<file path="config.mk">
export PLATFORM = sky130hd
export DESIGN_NAME = page_number_label_formatter
export DESIGN_NICKNAME = d
export VERILOG_FILES = /design/src/hdl/pnlf_pkg.sv /design/src/hdl/pnlf_alu.sv /design/src/hdl/pnlf_ctrl.sv /design/src/hdl/page_number_label_formatter.sv
export SDC_FILE = /design/constraint.sdc
export NUM_CORES = 1
export LEC_CHECK = 0
export BUFFER_PORTS_ARGS = -buffer_cell sky130_fd_sc_hd__buf_2
export CORE_MARGIN = 3
export CORE_UTILIZATION = 40
export DETAILED_ROUTE_END_ITERATION = 8
export GPL_TIMING_DRIVEN = 0
export HOLD_SLACK_MARGIN = 0.12
export PLACE_DENSITY = 0.58
export SETUP_SLACK_MARGIN = 0.3
export SKIP_LAST_GASP = 1
export SLEW_MARGIN = 20
export SYNTH_ARGS = -nofsm -noshare
export SYNTH_HDL_FRONTEND = slang
export SYNTH_SLANG_ARGS = --single-unit
</file>
<file path="constraint.sdc">
create_clock -name i_clk -period 10.38 [get_ports i_clk]
set_clock_uncertainty 0.1 [all_clocks]
set_input_delay 1.557 -clock i_clk [delete_from_list [all_inputs] [get_ports i_clk]]
set_output_delay 1.557 -clock i_clk [all_outputs]
set_load 0.03 [all_outputs]
</file>
<file path="src/hdl/pnlf_pkg.sv">
// ----------------------------------------------------------------------------
// pnlf_pkg
// beat types, style codes and the constant value table of the formatter
// ----------------------------------------------------------------------------
`default_nettype none

package pnlf_pkg;

    localparam int IDX_W = 6;

    typedef struct packed {
        logic [2:0]  style;
        logic [31:0] position;
    } t_in;

    typedef struct packed {
        logic [6:0] char_code;
        logic       has_char;
        logic       last;
        logic       overflow;
    } t_out;

    typedef struct packed {
        logic valid;
        t_out beat;
    } t_emit;

    typedef struct packed {
        logic       two;
        logic [6:0] c0;
        logic [6:0] c1;
    } t_sym;

    localparam logic [2:0] STYLE_DEC      = 3'd0;
    localparam logic [2:0] STYLE_UP_LET   = 3'd1;
    localparam logic [2:0] STYLE_LO_LET   = 3'd2;
    localparam logic [2:0] STYLE_UP_ROM   = 3'd3;
    localparam logic [2:0] STYLE_LO_ROM   = 3'd4;

    // table layout
    localparam logic [IDX_W-1:0] IDX_ROM_FIRST = 6'd0;
    localparam logic [IDX_W-1:0] IDX_DEC_FIRST = 6'd25;
    localparam logic [IDX_W-1:0] IDX_DEC_LAST  = 6'd34;
    localparam logic [IDX_W-1:0] IDX_LET_LAST  = 6'd41;
    localparam logic [IDX_W-1:0] IDX_LET_ONE   = 6'd40;
    localparam logic [IDX_W-1:0] IDX_LET_LIM   = 6'd42;
    localparam logic [IDX_W-1:0] IDX_ROM_LIM   = 6'd43;

    localparam logic [2:0] LET_MAX_LEN = 3'd7;

    localparam logic [6:0] CH_ZERO  = 7'h30;
    localparam logic [6:0] CH_AT    = 7'h40;
    localparam logic [6:0] CH_A_UP  = 7'h41;
    localparam logic [6:0] CH_A_LO  = 7'h61;
    localparam logic [6:0] CASE_BIT = 7'h20;
    localparam logic [6:0] CH_NONE  = 7'h00;

    localparam logic [6:0] CH_UM = 7'h4D;
    localparam logic [6:0] CH_UD = 7'h44;
    localparam logic [6:0] CH_UC = 7'h43;
    localparam logic [6:0] CH_UL = 7'h4C;
    localparam logic [6:0] CH_UX = 7'h58;
    localparam logic [6:0] CH_UV = 7'h56;
    localparam logic [6:0] CH_UI = 7'h49;
    localparam logic [6:0] CH_LM = 7'h6D;
    localparam logic [6:0] CH_LD = 7'h64;
    localparam logic [6:0] CH_LC = 7'h63;
    localparam logic [6:0] CH_LL = 7'h6C;
    localparam logic [6:0] CH_LX = 7'h78;
    localparam logic [6:0] CH_LV = 7'h76;

    function automatic logic [31:0] tab_value(input logic [IDX_W-1:0] idx);
        logic [31:0] v;
        case (idx)
            6'd0:  v = 32'd1000000;
            6'd1:  v = 32'd900000;
            6'd2:  v = 32'd500000;
            6'd3:  v = 32'd400000;
            6'd4:  v = 32'd100000;
            6'd5:  v = 32'd90000;
            6'd6:  v = 32'd50000;
            6'd7:  v = 32'd40000;
            6'd8:  v = 32'd10000;
            6'd9:  v = 32'd9000;
            6'd10: v = 32'd5000;
            6'd11: v = 32'd4000;
            6'd12: v = 32'd1000;
            6'd13: v = 32'd900;
            6'd14: v = 32'd500;
            6'd15: v = 32'd400;
            6'd16: v = 32'd100;
            6'd17: v = 32'd90;
            6'd18: v = 32'd50;
            6'd19: v = 32'd40;
            6'd20: v = 32'd10;
            6'd21: v = 32'd9;
            6'd22: v = 32'd5;
            6'd23: v = 32'd4;
            6'd24: v = 32'd1;
            6'd25: v = 32'd1000000000;
            6'd26: v = 32'd100000000;
            6'd27: v = 32'd10000000;
            6'd28: v = 32'd1000000;
            6'd29: v = 32'd100000;
            6'd30: v = 32'd10000;
            6'd31: v = 32'd1000;
            6'd32: v = 32'd100;
            6'd33: v = 32'd10;
            6'd34: v = 32'd1;
            6'd35: v = 32'd308915776;
            6'd36: v = 32'd11881376;
            6'd37: v = 32'd456976;
            6'd38: v = 32'd17576;
            6'd39: v = 32'd676;
            6'd40: v = 32'd26;
            6'd41: v = 32'd1;
            6'd42: v = 32'd4058115286;
            6'd43: v = 32'd4000000;
            default: v = 32'd0;
        endcase
        return v;
    endfunction

    function automatic t_sym roman_sym(input logic [IDX_W-1:0] idx);
        t_sym s;
        case (idx)
            6'd0:  s = '{1'b0, CH_LM, CH_NONE};
            6'd1:  s = '{1'b1, CH_LC, CH_LM};
            6'd2:  s = '{1'b0, CH_LD, CH_NONE};
            6'd3:  s = '{1'b1, CH_LC, CH_LD};
            6'd4:  s = '{1'b0, CH_LC, CH_NONE};
            6'd5:  s = '{1'b1, CH_LX, CH_LC};
            6'd6:  s = '{1'b0, CH_LL, CH_NONE};
            6'd7:  s = '{1'b1, CH_LX, CH_LL};
            6'd8:  s = '{1'b0, CH_LX, CH_NONE};
            6'd9:  s = '{1'b1, CH_UM, CH_LX};
            6'd10: s = '{1'b0, CH_LV, CH_NONE};
            6'd11: s = '{1'b1, CH_UM, CH_LV};
            6'd12: s = '{1'b0, CH_UM, CH_NONE};
            6'd13: s = '{1'b1, CH_UC, CH_UM};
            6'd14: s = '{1'b0, CH_UD, CH_NONE};
            6'd15: s = '{1'b1, CH_UC, CH_UD};
            6'd16: s = '{1'b0, CH_UC, CH_NONE};
            6'd17: s = '{1'b1, CH_UX, CH_UC};
            6'd18: s = '{1'b0, CH_UL, CH_NONE};
            6'd19: s = '{1'b1, CH_UX, CH_UL};
            6'd20: s = '{1'b0, CH_UX, CH_NONE};
            6'd21: s = '{1'b1, CH_UI, CH_UX};
            6'd22: s = '{1'b0, CH_UV, CH_NONE};
            6'd23: s = '{1'b1, CH_UI, CH_UV};
            default: s = '{1'b0, CH_UI, CH_NONE};
        endcase
        return s;
    endfunction

endpackage

`default_nettype wire

</file>
<file path="src/hdl/pnlf_alu.sv">
// ----------------------------------------------------------------------------
// pnlf_alu
// shared subtract and compare unit used for every digit and symbol step
// ----------------------------------------------------------------------------
`default_nettype none

module pnlf_alu (
    input  wire logic [31:0] i_a,
    input  wire logic [31:0] i_b,
    output logic      [31:0] o_diff,
    output logic             o_ge
);

    logic [32:0] w_sub;

    assign w_sub  = {1'b0, i_a} - {1'b0, i_b};
    assign o_diff = w_sub[31:0];
    assign o_ge   = ~w_sub[32];

endmodule

`default_nettype wire

</file>
<file path="src/hdl/pnlf_ctrl.sv">
// ----------------------------------------------------------------------------
// pnlf_ctrl
// sequencer: walks the value table through the shared unit, at most one beat a step
// ----------------------------------------------------------------------------
`default_nettype none

module pnlf_ctrl (
    input  wire logic         i_clk,
    input  wire logic         i_rst_n,
    input  wire logic         i_start,
    input  wire pnlf_pkg::t_in i_item,
    output logic              o_busy,
    output pnlf_pkg::t_emit   o_emit
);

    import pnlf_pkg::*;

    localparam logic [2:0] S_IDLE = 3'd0;
    localparam logic [2:0] S_DEC  = 3'd1;
    localparam logic [2:0] S_LCHK = 3'd2;
    localparam logic [2:0] S_LLEN = 3'd3;
    localparam logic [2:0] S_LDIG = 3'd4;
    localparam logic [2:0] S_RCHK = 3'd5;
    localparam logic [2:0] S_ROM  = 3'd6;
    localparam logic [2:0] S_ONE  = 3'd7;

    logic [2:0]       r_state, n_state;
    logic [31:0]      r_v, n_v;
    logic [IDX_W-1:0] r_idx, n_idx;
    logic [4:0]       r_d, n_d;
    logic [2:0]       r_len, n_len;
    logic             r_j, n_j;
    logic             r_started, n_started;
    logic             r_lower, n_lower;
    t_out             r_one, n_one;

    logic [31:0] w_diff;
    logic        w_ge;
    t_sym        w_sym;
    logic [6:0]  w_rch;

    pnlf_alu u_alu (
        .i_a    (r_v),
        .i_b    (tab_value(r_idx)),
        .o_diff (w_diff),
        .o_ge   (w_ge)
    );

    assign w_sym = roman_sym(r_idx);

    always_comb begin
        w_rch = r_j ? w_sym.c1 : w_sym.c0;
        if (r_lower) begin
            w_rch = w_rch | CASE_BIT;
        end
    end

    assign o_busy = (r_state != S_IDLE);

    always_comb begin
        n_state   = r_state;
        n_v       = r_v;
        n_idx     = r_idx;
        n_d       = r_d;
        n_len     = r_len;
        n_j       = r_j;
        n_started = r_started;
        n_lower   = r_lower;
        n_one     = r_one;
        o_emit    = '0;
        case (r_state)
            S_IDLE: begin
                if (i_start) begin
                    n_lower = (i_item.style == STYLE_LO_LET) || (i_item.style == STYLE_LO_ROM);
                    n_d       = 5'd0;
                    n_j       = 1'b0;
                    n_started = 1'b0;
                    n_one     = '{CH_NONE, 1'b0, 1'b1, 1'b0};
                    case (i_item.style)
                        STYLE_DEC: begin
                            n_v     = i_item.position;
                            n_idx   = IDX_DEC_FIRST;
                            n_state = S_DEC;
                        end
                        STYLE_UP_LET, STYLE_LO_LET: begin
                            n_v     = i_item.position - 32'd1;
                            n_idx   = IDX_LET_LIM;
                            n_state = S_LCHK;
                        end
                        STYLE_UP_ROM, STYLE_LO_ROM: begin
                            n_v     = i_item.position;
                            n_idx   = IDX_ROM_LIM;
                            n_state = S_RCHK;
                        end
                        default: begin
                            n_state = S_ONE;
                        end
                    endcase
                end
            end
            S_DEC: begin
                if (w_ge) begin
                    n_v = w_diff;
                    n_d = r_d + 5'd1;
                end else begin
                    if ((r_d != 5'd0) || r_started || (r_idx == IDX_DEC_LAST)) begin
                        o_emit.valid          = 1'b1;
                        o_emit.beat.char_code = CH_ZERO + 7'(r_d);
                        o_emit.beat.has_char  = 1'b1;
                        o_emit.beat.last      = (r_idx == IDX_DEC_LAST);
                    end
                    n_started = r_started || (r_d != 5'd0);
                    n_d       = 5'd0;
                    n_idx     = r_idx + 6'd1;
                    if (r_idx == IDX_DEC_LAST) begin
                        n_state = S_IDLE;
                    end
                end
            end
            S_LCHK: begin
                if (w_ge) begin
                    n_one   = '{CH_AT, 1'b1, 1'b1, 1'b0};
                    n_state = S_ONE;
                end else begin
                    n_idx   = IDX_LET_ONE;
                    n_len   = 3'd1;
                    n_state = S_LLEN;
                end
            end
            S_LLEN: begin
                if (w_ge && (r_len < LET_MAX_LEN)) begin
                    n_v   = w_diff;
                    n_len = r_len + 3'd1;
                    n_idx = r_idx - 6'd1;
                end else begin
                    n_idx   = r_idx + 6'd1;
                    n_d     = 5'd0;
                    n_state = S_LDIG;
                end
            end
            S_LDIG: begin
                if (w_ge) begin
                    n_v = w_diff;
                    n_d = r_d + 5'd1;
                end else begin
                    o_emit.valid          = 1'b1;
                    o_emit.beat.char_code = (r_lower ? CH_A_LO : CH_A_UP) + 7'(r_d);
                    o_emit.beat.has_char  = 1'b1;
                    o_emit.beat.last      = (r_idx == IDX_LET_LAST);
                    n_d   = 5'd0;
                    n_idx = r_idx + 6'd1;
                    if (r_idx == IDX_LET_LAST) begin
                        n_state = S_IDLE;
                    end
                end
            end
            S_RCHK: begin
                if (w_ge) begin
                    n_one   = '{CH_NONE, 1'b0, 1'b1, 1'b1};
                    n_state = S_ONE;
                end else if (r_v == 32'd0) begin
                    n_state = S_ONE;
                end else begin
                    n_idx   = IDX_ROM_FIRST;
                    n_j     = 1'b0;
                    n_state = S_ROM;
                end
            end
            S_ROM: begin
                if (w_ge) begin
                    o_emit.valid          = 1'b1;
                    o_emit.beat.char_code = w_rch;
                    o_emit.beat.has_char  = 1'b1;
                    if (w_sym.two && !r_j) begin
                        n_j = 1'b1;
                    end else begin
                        o_emit.beat.last = (w_diff == 32'd0);
                        n_v = w_diff;
                        n_j = 1'b0;
                        if (w_diff == 32'd0) begin
                            n_state = S_IDLE;
                        end
                    end
                end else begin
                    n_idx = r_idx + 6'd1;
                end
            end
            S_ONE: begin
                o_emit.valid = 1'b1;
                o_emit.beat  = r_one;
                n_state      = S_IDLE;
            end
            default: begin
                n_state = S_IDLE;
            end
        endcase
    end

    always_ff @(posedge i_clk) begin
        if (!i_rst_n) begin
            r_state <= S_IDLE;
        end else begin
            r_state <= n_state;
        end
        r_v       <= n_v;
        r_idx     <= n_idx;
        r_d       <= n_d;
        r_len     <= n_len;
        r_j       <= n_j;
        r_started <= n_started;
        r_lower   <= n_lower;
        r_one     <= n_one;
    end

endmodule

`default_nettype wire

</file>
<file path="src/hdl/page_number_label_formatter.sv">
// ----------------------------------------------------------------------------
// page_number_label_formatter
// formats a page position as decimal, letter or roman label, at most one
// character per result beat
//
// channel   direction  handshake        payload
// item      in         start / busy     i_item (style, position)
// result    out        o_strobe         o_result (char_code, has_char, last,
//                                                  overflow)
//
// the single subtract-compare unit counts every digit by repeated
// subtraction of table values, one step a cycle
// a result beat appears in the cycle after the step that produces it
// busy stays high from acceptance until the step that emits the last beat
// synchronous active-low reset returns the sequencer to idle and clears the
// strobe; results cannot be held off by the receiver
// ----------------------------------------------------------------------------
`default_nettype none

module page_number_label_formatter (
    input  wire logic          i_clk,
    input  wire logic          i_rst_n,
    input  wire logic          start,
    output logic               busy,
    input  wire pnlf_pkg::t_in i_item,
    output logic               o_strobe,
    output pnlf_pkg::t_out     o_result
);

    import pnlf_pkg::*;

    t_emit w_emit;
    logic  r_strobe;
    t_out  r_result;

    pnlf_ctrl u_ctrl (
        .i_clk   (i_clk),
        .i_rst_n (i_rst_n),
        .i_start (start),
        .i_item  (i_item),
        .o_busy  (busy),
        .o_emit  (w_emit)
    );

    // result register
    always_ff @(posedge i_clk) begin
        if (!i_rst_n) begin
            r_strobe <= 1'b0;
        end else begin
            r_strobe <= w_emit.valid;
        end
        if (w_emit.valid) begin
            r_result <= w_emit.beat;
        end
    end

    assign o_strobe = r_strobe;
    assign o_result = r_result;

endmodule

`default_nettype wire

</file>
## Word level (Yosys, flattened, before mapping)

Memories as Yosys holds them, arrays and structs flattened. A register that Yosys moved wholly into a read port is not among the register bits.
Index checks and enable logic that the tools add are counted.

- Register bits after elaboration: 73
- Latch bits: 0
- Bits in writable memories: 0
- Bits in read-only memories: 2,496
- Input port bits: 38
- Output and inout port bits: 12
- Word-level logic and storage cells: 154
- Memories: 2

Memory list:

| memory | depth | width | rd ports | clocked after memory_dff | wr ports | RTL line | source |
|---|---|---|---|---|---|---|---|
| (name not given) | 64 | 32 | 1 | 1 | 0 | pnlf_pkg.sv:74 | `case (idx)` |
| (name not given) | 32 | 14 | 1 | 1 | 0 | pnlf_pkg.sv:126 | `case (idx)` |

- $add $sub $neg: 8
- Multipliers: 0
- Div/mod/pow operators: 0
- Order comparisons: 1
- Equality and inequality tests: 32
- Shift-type cells: 0
- Muxes and demuxes: 60
- Bitwise logic cells: 1
- Reductions and logical operators: 33

Operator list:

| cell | number |
|---|---|
| 32-bit two-way mux | 5 |
| 32-bit one-hot mux with 4 select lines | 1 |
| 10-bit two-way mux | 7 |
| 32-bit zero test | 2 |
| 32-bit one-hot mux with 2 select lines | 1 |
| 6-bit two-way mux | 9 |
| 10-bit one-hot mux with 4 select lines | 1 |
| 3-bit two-way mux | 13 |
| 32-bit by 32-bit subtractor with 33-bit output | 1 |
| 32-bit by 1-bit subtractor with 32-bit output, second input constant | 1 |
| 10-bit one-hot mux with 3 select lines | 1 |
| 6-bit one-hot mux with 5 select lines | 1 |
| 2-bit != test, second input constant | 12 |
| 3-bit one-hot mux with 8 select lines | 1 |
| 5-bit two-way mux | 4 |
| 6-bit one-hot mux with 3 select lines | 1 |
| 3-bit equality test, second input constant | 5 |
| 15-bit two-way mux | 1 |
| 5-bit one-hot mux with 3 select lines | 1 |
| 7-bit AND reduction | 2 |
| 3-bit by 2-bit equality test with 1-bit output, second input constant | 4 |
| 6-bit equality test, second input constant | 2 |
| 3-bit nonzero test | 4 |
| 2-bit by 1-bit != test with 1-bit output, second input constant | 5 |
| other kinds (31) | 50 |

## Depth between registers and ports, before layout

Gate-level depths: netlist (run 1).

- Depth after elaboration: 6
- Mapped depth: 22
- Mapped depth without buffers: 19

## Hierarchy

A second synthesis (run 1) with hierarchy kept.

- Cell total of the unflattened synthesis: 1,054
- Area, all modules: 8,931.1 um^2

By module, submodules not included:

| module | instances | cells each | area each (um^2) | sequential area each (um^2) |
|---|---|---|---|---|
| pnlf_ctrl | 1 | 798 | 6,894.1 | 2,472.4 |
| pnlf_alu | 1 | 244 | 1,710.4 | 0.0 |
| page_number_label_formatter | 1 | 12 | 326.6 | 320.3 |

## Least setup slack after synthesis (run 1)

No wires, ideal clock.

- Kind: reg-to-reg
- Start: register u_ctrl.r_v[0]
- End: register u_ctrl.r_v[0], enable pin
- Library setup time: 594 ps
- Arrival time: 7,376 ps
- Required time: 9,686 ps
- Setup slack: 2,310 ps
- Stages on the path, launching flop included: 12
- Buffers on the path: 1
- Clock period less this slack: 8,070 ps
- Cells stage by stage: edfxtp_1 -> inv_1 -> ha_1 -> fa_1 -> nor2b_4 -> o31a_4 -> a41oi_4 -> o31ai_4 -> a31o_2 -> buf_6 -> o21ai_0 -> a2111oi_0

- Word-level cells in the longest chain between the ends: 5
- Elaborated cells between the ends (all ways): 7
- Classes of those cells: add/sub (1); eq/ne (3); bitwise (1); reduce/logical (2)

Ends and longest elaborated chain:

| element | RTL line | source |
|---|---|---|
| start, declared | pnlf_ctrl.sv:28 | `logic [31:0] r_v, n_v;` |
| start signal, assigned | pnlf_ctrl.sv:205 | `r_v <= n_v;` |
| 32-bit by 32-bit subtractor with 33-bit output * | pnlf_alu.sv:16 | `assign w_sub = {1'b0, i_a} - {1'b0, i_b};` |
| 1-bit inverter | pnlf_alu.sv:18 | `assign o_ge = ~w_sub[32];` |
| 1-bit logical AND | pnlf_ctrl.sv:131 | `if (w_ge && (r_len < LET_MAX_LEN)) begin` |
| 2-bit by 1-bit != test with 1-bit output (no line) | - |  |
| 7-bit AND reduction (no line) * | - |  |

Mark *: on every way between the ends. The rest lies on a longest branch, timed or not.
A chain may end at the register's enable or synchronous reset.

## Worst setup path after layout (run 1)

- Start: register u_ctrl.r_v[0]
- End: register u_ctrl.u_alu.i_b[3] (netlist name)

- Word-level cells in the longest chain between the ends: 6
- Elaborated cells between the ends (all ways): 12
- Classes of those cells: add/sub (1); eq/ne (4); mux (3); bitwise (1); reduce/logical (3)

Ends and longest elaborated chain:

| element | RTL line | source |
|---|---|---|
| 32-bit by 32-bit subtractor with 33-bit output | pnlf_alu.sv:16 |  |
| 1-bit inverter | pnlf_alu.sv:18 |  |
| 1-bit logical AND | pnlf_ctrl.sv:131 |  |
| 6-bit two-way mux | pnlf_ctrl.sv:131 |  |
| 6-bit one-hot mux with 5 select lines | pnlf_ctrl.sv:71 | `case (r_state)` |
| 6-bit two-way mux (no line) * | - |  |

Marked as above.

==> run summary, run 1 <==
Fillers = 2,258
Area leader, netlist = edfxtp_1
Synthesized instance count = 1,091
GR met3 Demand/Resource = 3.35%
Site Rows = 54
Area growth from synthesis to layout = 10.2%
Vias in the first global route = 8,139
Crit Path Class = register to register
Period utilization = 57.5%
Clock buffer depth = 2
Largest net degree at the start of global routing = 20
Final setup fails = 0
# port buffers = 47
Initial antenna violation count = 0
EDFF count, synth = 61
Nets = 1,247
Tmin final = 5.97 ns
CTS Hold Bufs = 0
Final Hold Fails = 0
Max-cap violations = 0
Antenna Cells = 0
Final WS setup = 4.41 ns
Clk_lat worst skew = 0.37 ns
First-pass GRT wire length = 43,900 um
Post-synthesis register bit count = 109
Worst Hold Margin = 0.466 ns
F_max = 167 MHz
CORE AREA = 22,000 um2
Most common cell in the synthesized netlist = nand2_1
Area share of the largest cell type after synthesis = 20.3%
FF-to-FF Start = u_ctrl.r_v[0]
Avg Synthesized Cell Area = 8.29 um2
DRC = 0
Inserted Clock Buffers = 9
Worst Setup End Kind = register
Most common flop cell mapped by yosys = edfxtp_1
Cts repair resizes = 0
Final WL = 27,900 um
Initial core utilization = 41.1%
Grt peak-use layer = met2
Slew Limit Fails = 0
DIE HEIGHT = 156 um
M1 GR Usage = 30.9%
Required @ worst endpoint = 10.54 ns
Final ANT Viol Nets = 0
Synthesized area = 9040 um2
Die Wd = 156 um
Status = completed
Root buffer cell = clkbuf_16
Die Area = 24,500 um2
Iter 0 DRT Violations = 837
GRT Overall Usage = 22.6%
Reg clk slew, reported paths = 0.08 ns
Yosys Warn Count = 0
Avg WL per Cell = 19.4 um
Top cells by area, synth = edfxtp_1, dfxtp_1, ha_1
TritonRoute pass-1 iters = 5
Ports = 50
Sequential share of the synthesized area = 30.9%
GR Layer Usage met2 = 36.2%
Crit Path Max Fanout = 15
Crit path DAT = 6.13 ns
Detailed Place HPWL = 21,800 um
Slew margin rel. = 35.5%
Crit path launch = u_ctrl.r_v[0]
Min-Delay Path Class = register to register
Synth cell types = 97
CP Launch Type = register
Detailed-route via count = 8,569
Share of cells above drive strength 1 = 12.3%
Total gr overflow = 0
DP Worst Slack = 4.49 ns
CTS tree = built
Unrepaired setup endpoints after global routing = false
Measured slew at the worst slew-check pin = 0.966 ns
Top cells by count, synth = nand2_1, nor2_1, o21ai_0
Final Wtd Congestion = 0.976
Syn_nets = 1,183
H-tree levels = 3
Hold path start = u_ctrl.r_one[0]
DR vias/cell = 5.95
Clock Sinks = 109
Post-CTS Setup Repair Bufs = 0
Post-synth ARST share = 0%
==> kinds of logic (layout without fill, tap and decap cells) <==
group           count (synthesis)  in the layout  share of synthesized area [%]
mux                            15             15                           2.03
simple gates                  377            377                           21.0
flops                         109            109                           30.9
fa+ha+maj                      54             54                           7.55
compound gates                340            340                           26.1
buf+inv                       130            199                           5.96
xor+xnor                       66             66                           6.47
==> layer usage <==
layer | vias to the layer above | wire, um | share of wire [%]
li1 | 4144 | - | -
met1 | 4060 | 12800 | 46
met2 | 300 | 12600 | 45
met3 | 65 | 1600 | 5.7
met4 | 0 | 872 | 3.1
met5 | - | 0 | 0
==> path summary, 6_finish.rpt <==
path                                            end  slack [ns]  cells after the start
worst max-delay path            u_ctrl.u_alu.i_b[3]        4.41                     22
worst min-delay path                    o_result[0]        0.47                      1
worst max register to register  u_ctrl.u_alu.i_b[3]        4.41                     22
worst min register to register          o_result[0]        0.47                      1
==> final cells by class <==
type	count	area [um2]	area share, %
Buffer	63	283	2.84
Clock buffer	9	225	2.26
Clock inverter	7	73.8	0.741
Inverter	67	256	2.57
Multi-Input combinational cell	852	5720	57.4
Sequential cell	109	2790	28.0
Tap cell	280	350	3.52
Timing Repair Buffer	53	265	2.66
==> cell usage in the layout, fill, tap and decap left out, drive strengths merged, types with 8 or more instances in the layout <==
cell type and count:
nand2 110, o21ai 92, nor2 85, a21oi 83
buf 78, inv 70, edfxtp 61, ha 53
dfxtp 48, clkbuf 47, nor3 37, xnor2 36
xor2 30, nand3 27, nor4 19, o211ai 19
and3 15, a21o 14, nand2b 14, nand4 13
and2 13, o31ai 12, mux2i 11, o22ai 10
a22oi 10, nor2b 10, a31oi 9, a211o 8
a211oi 8, or4 8
==> worst max-delay path, stage by stage (launching register included) <==
cell and delay (ns):
edfxtp_1 0.37, inv_1 0.05, ha_1 0.20, fa_1 0.44, nor2b_4 0.15, o31a_4 0.17
a41oi_4 0.18, o31a_1 0.40, o21ai_1 0.27, o211ai_2 0.26, nand2_2 0.19, inv_4 0.08
buf_4 0.21, a21oi_1 0.28, clkbuf_1 0.60, inv_1 0.34, ha_1 0.29, clkbuf_1 0.24
inv_1 0.27, a211oi_1 0.07, o21ai_0 0.23, a21oi_1 0.12, a311o_1 0.36
==> metrics by stage <==
stage	cells	instance area, um2	TNS, ns	util (%)
after global routing	1440	9970	0	45.2
after detailed placement	1424	9670	0	43.9
after CTS	1440	9970	0	45.2
after floorplan	1091	9040	0	-
after global placement	1418	9630	-30.08	43.7
final	1440	9970	0	45.2
Power of run 1 is not shown: default switching activity piles up to over one toggle a cycle in this logic, so the estimate is an artifact.
==> inputs of run 2 (changes only) <==
--- a/config.mk
+++ b/config.mk
@@ -5,6 +5,7 @@
 export SDC_FILE = /design/constraint.sdc
 export NUM_CORES = 1
 export LEC_CHECK = 0
+export ABC_AREA = 1
 export BUFFER_PORTS_ARGS = -buffer_cell sky130_fd_sc_hd__buf_2
 export CORE_MARGIN = 3
 export CORE_UTILIZATION = 40
==> constraint.sdc (replaced) <==
create_clock -name i_clk -period 6.1 [get_ports i_clk]
set_clock_uncertainty 0.1 [all_clocks]
set_input_delay 0.915 -clock i_clk [delete_from_list [all_inputs] [get_ports i_clk]]
set_output_delay 0.915 -clock i_clk [all_outputs]
set_load 0.03 [all_outputs]
==> run 2 against run 1 <==
Register-to-register slack worse by 2.7 ns. Global-route usage is 0.87 points higher. Clock-buffer cell count is 1 higher. Synthesized area is 2.4% higher. Largest cell class unchanged.
==> run summary, run 2 <==
Initial antenna violation count = 0
Clock buffer depth = 2
Synthesized area = 9260 um2
Clock Sinks = 109
Crit Path Max Fanout = 15
Inserted Clock Buffers = 9
Crit path DAT = 4.49 ns
Max-cap violations = 0
Cts repair resizes = 0
Vias in the first global route = 8,453
Min-Delay Path Class = register to register
Initial core utilization = 40.8%
DR vias/cell = 5.31
Final setup fails = 0
Most common cell in the synthesized netlist = nand2_1
Site Rows = 55
Final Hold Fails = 0
H-tree levels = 3
Avg Synthesized Cell Area = 6.71 um2
Iter 0 DRT Violations = 826
Die Area = 25,000 um2
Fillers = 2,444
Tmin final = 4.35 ns
Period utilization = 71.3%
Area share of the largest cell type after synthesis = 19.8%
Detailed Place HPWL = 24,100 um
Flop2flop setup slack = 1.75 ns
Yosys Warn Count = 0
Slew margin rel. = 44.0%
TritonRoute pass-1 iters = 5
Crit Path Class = register to register
Nets = 1,533
Synth cell types = 54
F_max = 230 MHz
First-pass GRT wire length = 45,800 um
CORE AREA = 22,700 um2
Clk_lat worst skew = 0.37 ns
Largest net degree at the start of global routing = 24
DIE HEIGHT = 158 um
DRC = 0
Required @ worst endpoint = 6.24 ns
Ports = 50
Status = completed
Reg clk slew, reported paths = 0.08 ns
Post-synth ARST share = 0%
Antenna Cells = 0
CTS Hold Bufs = 0
Synthesized instance count = 1,380
Final Wtd Congestion = 0.960
Share of cells above drive strength 1 = 10.9%
Commonest non-fill, non-tap cell in the layout = nand2_1
Detailed-route via count = 9,194
CP Launch Type = register
Slew Limit Fails = 0
Measured slew at the worst slew-check pin = 0.837 ns
Total gr overflow = 0
End-of-flow core utilization = 45.0%
Top cells by area, synth = edfxtp_1, nand2_1, dfxtp_1
Unrepaired setup endpoints after global routing = false
Post-CTS Setup Repair Bufs = 0
Final setup TNS = 0 ns
Syn_nets = 1,472
Post-synthesis register bit count = 109
Avg WL per Cell = 17.0 um
Worst Setup End Kind = register
Top cells by count, synth = nand2_1, inv_1, nor2_1
Most common flop cell mapped by yosys = edfxtp_1
Root buffer cell = clkbuf_16
EDFF count, synth = 61
CTS tree = built
Area leader, netlist = edfxtp_1
Die Wd = 158 um
Final ANT Viol Nets = 0
Sequential share of the synthesized area = 30.1%
Most frequent cells in the layout = nand2_1, inv_1, nor2_1, nand3_1, edfxtp_1
GRT Overall Usage = 23.5%
# port buffers = 49
Area growth from synthesis to layout = 10.4%
Final WL = 29,400 um
run 2: cell count changes in the layout (fill, tap and decap cells not counted), moves of 14 or more:
cell      previous run  this run
nand2_1            109       349
inv_1               64       192
nor2_1              84       184
nand3_1             27        92
clkbuf_1            38        10
a21oi_1             78        54
nand2_2              1        21
o21ai_0             79        59
buf_2               72        53
nand2b_1            14         0
xnor2_1             35        21
run 2: critical path: stages, from the launching register on:
cell      delay [ns]
edfxtp_1        0.32
inv_1           0.05
ha_1            0.20
fa_1            0.40
inv_1           0.13
nand2_1         0.09
nand2_1         0.08
nand3_1         0.09
nand2_2         0.12
nand2_1         0.07
nand2_2         0.15
nand2_2         0.08
nand2_4         0.12
nand2_2         0.07
nand2_2         0.10
nor2_4          0.06
buf_6           0.16
o21ai_2         0.50
inv_2           0.23
ha_1            0.28
inv_1           0.20
nand2_1         0.20
nand2_2         0.13
nor2_1          0.06
o21ai_1         0.11
nand3_1         0.10
run 2: per-layer routing:
layer	vias to the layer above	track usage, %	wire [um]
li1	4617	-	-
met1	4205	35.9	14600
met2	325	34.3	12400
met3	47	3.58	1760
met4	0	6.10	590
met5	-	0	0
run 2: logic make-up (layout without fill, tap and decap cells):
| family | count (synthesis) | after routing | share of synthesized area, % |
|---|---|---|---|
| xor gates and xnor gates | 47 | 47 | 4.44 |
| muxes | 4 | 4 | 0.432 |
| DFF | 109 | 109 | 30.1 |
| and+or+nand+nor | 741 | 741 | 35.1 |
| AOI/OAI and AO/OA | 191 | 191 | 12.1 |
| buffers and inverters | 234 | 300 | 10.3 |
| adders and majority gates | 54 | 54 | 7.38 |
run 2: cell type report:
type / instances / area, um2 / share of cell area (%)
multi-input combinational: 1037 / 5520 / 54.0
buffer: 26 / 178 / 1.74
sequential: 109 / 2790 / 27.3
inverter: 208 / 781 / 7.64
clock inverter: 6 / 80.1 / 0.783
clock buffer: 10 / 239 / 2.34
timing repair buffer: 50 / 273 / 2.67
tap: 285 / 357 / 3.49
run 2: path summary, 6_finish.rpt:
kind | start | endpoint | cells after the start
max | u_ctrl.r_v[0] | u_ctrl.u_alu.i_b[3] | 25
min | u_ctrl.r_one[0] | o_result[0] | 2
max reg2reg | u_ctrl.r_v[0] | u_ctrl.u_alu.i_b[3] | 25
min reg2reg | u_ctrl.r_one[0] | o_result[0] | 2
run 2: stage by stage:
| step | hold slack, ns | cell area [um2] | std cells | setup slack, ns |
|---|---|---|---|---|
| 6_report | 0.472 | 10200 | 1731 | 1.75 |
| 5_1_grt | 0.512 | 10200 | 1731 | 1.50 |
| 4_1_cts | 0.482 | 10200 | 1731 | 1.80 |
| 3_5_place_dp | 0.461 | 9900 | 1715 | 1.83 |
| 3_3_place_gp | 0.439 | 9860 | 1714 | 0.948 |
| 2_1_floorplan | 0.419 | 9260 | 1380 | 2.15 |
Power of run 2 is left out for the same reason.
==> inputs of run 3 (changes only) <==
--- a/config.mk
+++ b/config.mk
@@ -5,14 +5,14 @@
 export SDC_FILE = /design/constraint.sdc
 export NUM_CORES = 1
 export LEC_CHECK = 0
-export ABC_AREA = 1
+export ABC_AREA = 0
 export BUFFER_PORTS_ARGS = -buffer_cell sky130_fd_sc_hd__buf_2
 export CORE_MARGIN = 3
 export CORE_UTILIZATION = 40
 export DETAILED_ROUTE_END_ITERATION = 8
 export GPL_TIMING_DRIVEN = 0
 export HOLD_SLACK_MARGIN = 0.12
-export PLACE_DENSITY = 0.58
+export PLACE_DENSITY = 0.6
 export SETUP_SLACK_MARGIN = 0.3
 export SKIP_LAST_GASP = 1
 export SLEW_MARGIN = 20
==> constraint.sdc (replaced) <==
create_clock -name i_clk -period 3.8 [get_ports i_clk]
set_clock_uncertainty 0.1 [all_clocks]
set_input_delay 0.57 -clock i_clk [delete_from_list [all_inputs] [get_ports i_clk]]
set_output_delay 0.57 -clock i_clk [all_outputs]
set_load 0.03 [all_outputs]
==> run 3 against run 2 <==
The run now ends with negative setup slack left. Highest routed layer unchanged. Critical path depth down 7. Sequential cell count did not move. Core utilization grew 11 points. Global-route usage rose by 0.15 points. Clock-buffer cell count decreased by 1. Fmax shrank 0.24%. Wire length grew 4.1%. Die area fell by 2.3%. Largest cell class unchanged. Final cell count fell by 11%. Sequential share of layout area fell by 4.6 points. Setup slack lost 2.3 ns.
==> run summary, run 3 (same netlist as run 1, synthesis figures left out) <==
Detailed-route via count = 9,289
DR vias/cell = 6.03
H-tree levels = 3
End-of-flow core utilization = 55.8%
TritonRoute pass-1 iters = 6
# port buffers = 47
Largest net degree at the start of global routing = 19
Root buffer cell = clkbuf_16
CP peak stage delay = 0.58 ns
Tmin final = 4.36 ns
Ports = 50
DIE HEIGHT = 156 um
Slew margin rel. = 34.2%
DP Worst Slack = -0.950 ns
Final Wtd Congestion = 0.978
Initial antenna violation count = 0
Hold Path Stages = 2
Area growth from synthesis to layout = 35.8%
Final ANT Viol Nets = 0
Final setup fails = 46
Share of cells above drive strength 1 = 32.2%
Final setup TNS = -15.38 ns
Period utilization = 115%
Measured slew at the worst slew-check pin = 0.982 ns
Die Area = 24,500 um2
CP Launch Type = register
Min-Delay Path Class = primary input to register
F_max = 229 MHz
GRT Overall Usage = 23.6%
Flop2flop setup slack = -0.56 ns
CTS tree = built
Commonest non-fill, non-tap cell in the layout = nand2_1
Die Wd = 156 um
# placed instances = 1,421
Clock Sinks = 109
Most frequent cells in the layout = nand2_1, nor2_1, buf_4, edfxtp_1
Worst r2r path cells = 18
Final cell count without fillers = 1,540
Vias in the first global route = 8,562
CTS Hold Bufs = 0
Nets = 1,347
Initial core utilization = 41.1%
Failing checks = negative setup slack
Slowest CP cell = nor4_1
Crit Path Class = register to register
Clk_lat worst skew = 0.37 ns
Iter 0 DRT Violations = 1,038
Detailed Place HPWL = 21,300 um
Worst Setup End Kind = register
Final WL = 30,600 um
Max-cap violations = 0
Slew Limit Fails = 0
Crit Path Max Fanout = 7
DRC = 0
Clock buffer depth = 2
Antenna Cells = 0
Crit path DAT = 4.52 ns
Inserted Clock Buffers = 9
Unrepaired setup endpoints after global routing = true
Total gr overflow = 0
First-pass GRT wire length = 46,200 um
Status = finished, violations left
Final Hold Fails = 0
Required @ worst endpoint = 3.96 ns
Final WS setup = -0.562 ns
Site Rows = 54
Reg clk slew, reported paths = 0.08 ns
CP cell instances = buf_4 > nor4_1 > nand4_1 > nor2_1 > or3_4 > o211ai_4 > nand2_2 > inv_6 > buf_12 > a21oi_4 > clkbuf_16 > clkinvlp_4 > ha_4 > buf_8 > clkbuf_16 > a32oi_1 > nor2_1 > a211o_1
Avg WL per Cell = 19.9 um
CORE AREA = 22,000 um2
run 3: path summary, 6_finish.rpt:
path	end	startpoint
max reg2reg	u_ctrl.u_alu.i_b[18]	u_ctrl.r_v[0]
min reg2reg	o_result[0]	u_ctrl.r_one[0]
max	u_ctrl.u_alu.i_b[18]	u_ctrl.r_v[0]
min	o_strobe	i_rst_n
run 3: cell type report:
cell class	instances	area, um2
fill	1964	9740
timing repair buffer	153	1220
multi-input combinational	852	6720
buffer	63	551
inverter	67	280
clock inverter	7	145
sequential	109	2790
clock buffer	9	225
tap	280	350
run 3: repair_timing:
item                                    in CTS  in global routing
endpoints found under the hold margin        0                  0
endpoints found under the setup margin      85                105
resized for setup                          129                180
buffers inserted                            63                 37
gates cloned                                 2                  1
pin swaps                                   47                 61
run 3: worst max-delay path: cells and delay by family, from the launching register on:
kind	cells	cell delay, ns
AOI/OAI and AO/OA	4	0.73
adders and majority gates	1	0.20
buffers and inverters	7	0.94
DFF	1	0.40
and+or+nand+nor	6	1.85
run 3: routing by layer:
layer	track usage, %	wire length, um	vias up
met1	31.8	12900	4377
met2	38.1	14200	463
li1	-	-	4338
met3	4.56	2350	111
met4	8.13	1140	0
met5	0	0	-
run 3: per-stage QoR:
stage          hold WS, ns  area, um2
4_1_cts              0.375      11300
2_1_floorplan        0.428       9210
6_report             0.379      12300
3_3_place_gp         0.440       9800
5_1_grt              0.398      12300
3_5_place_dp         0.446       9830
Power of run 3 is left out for the same reason.
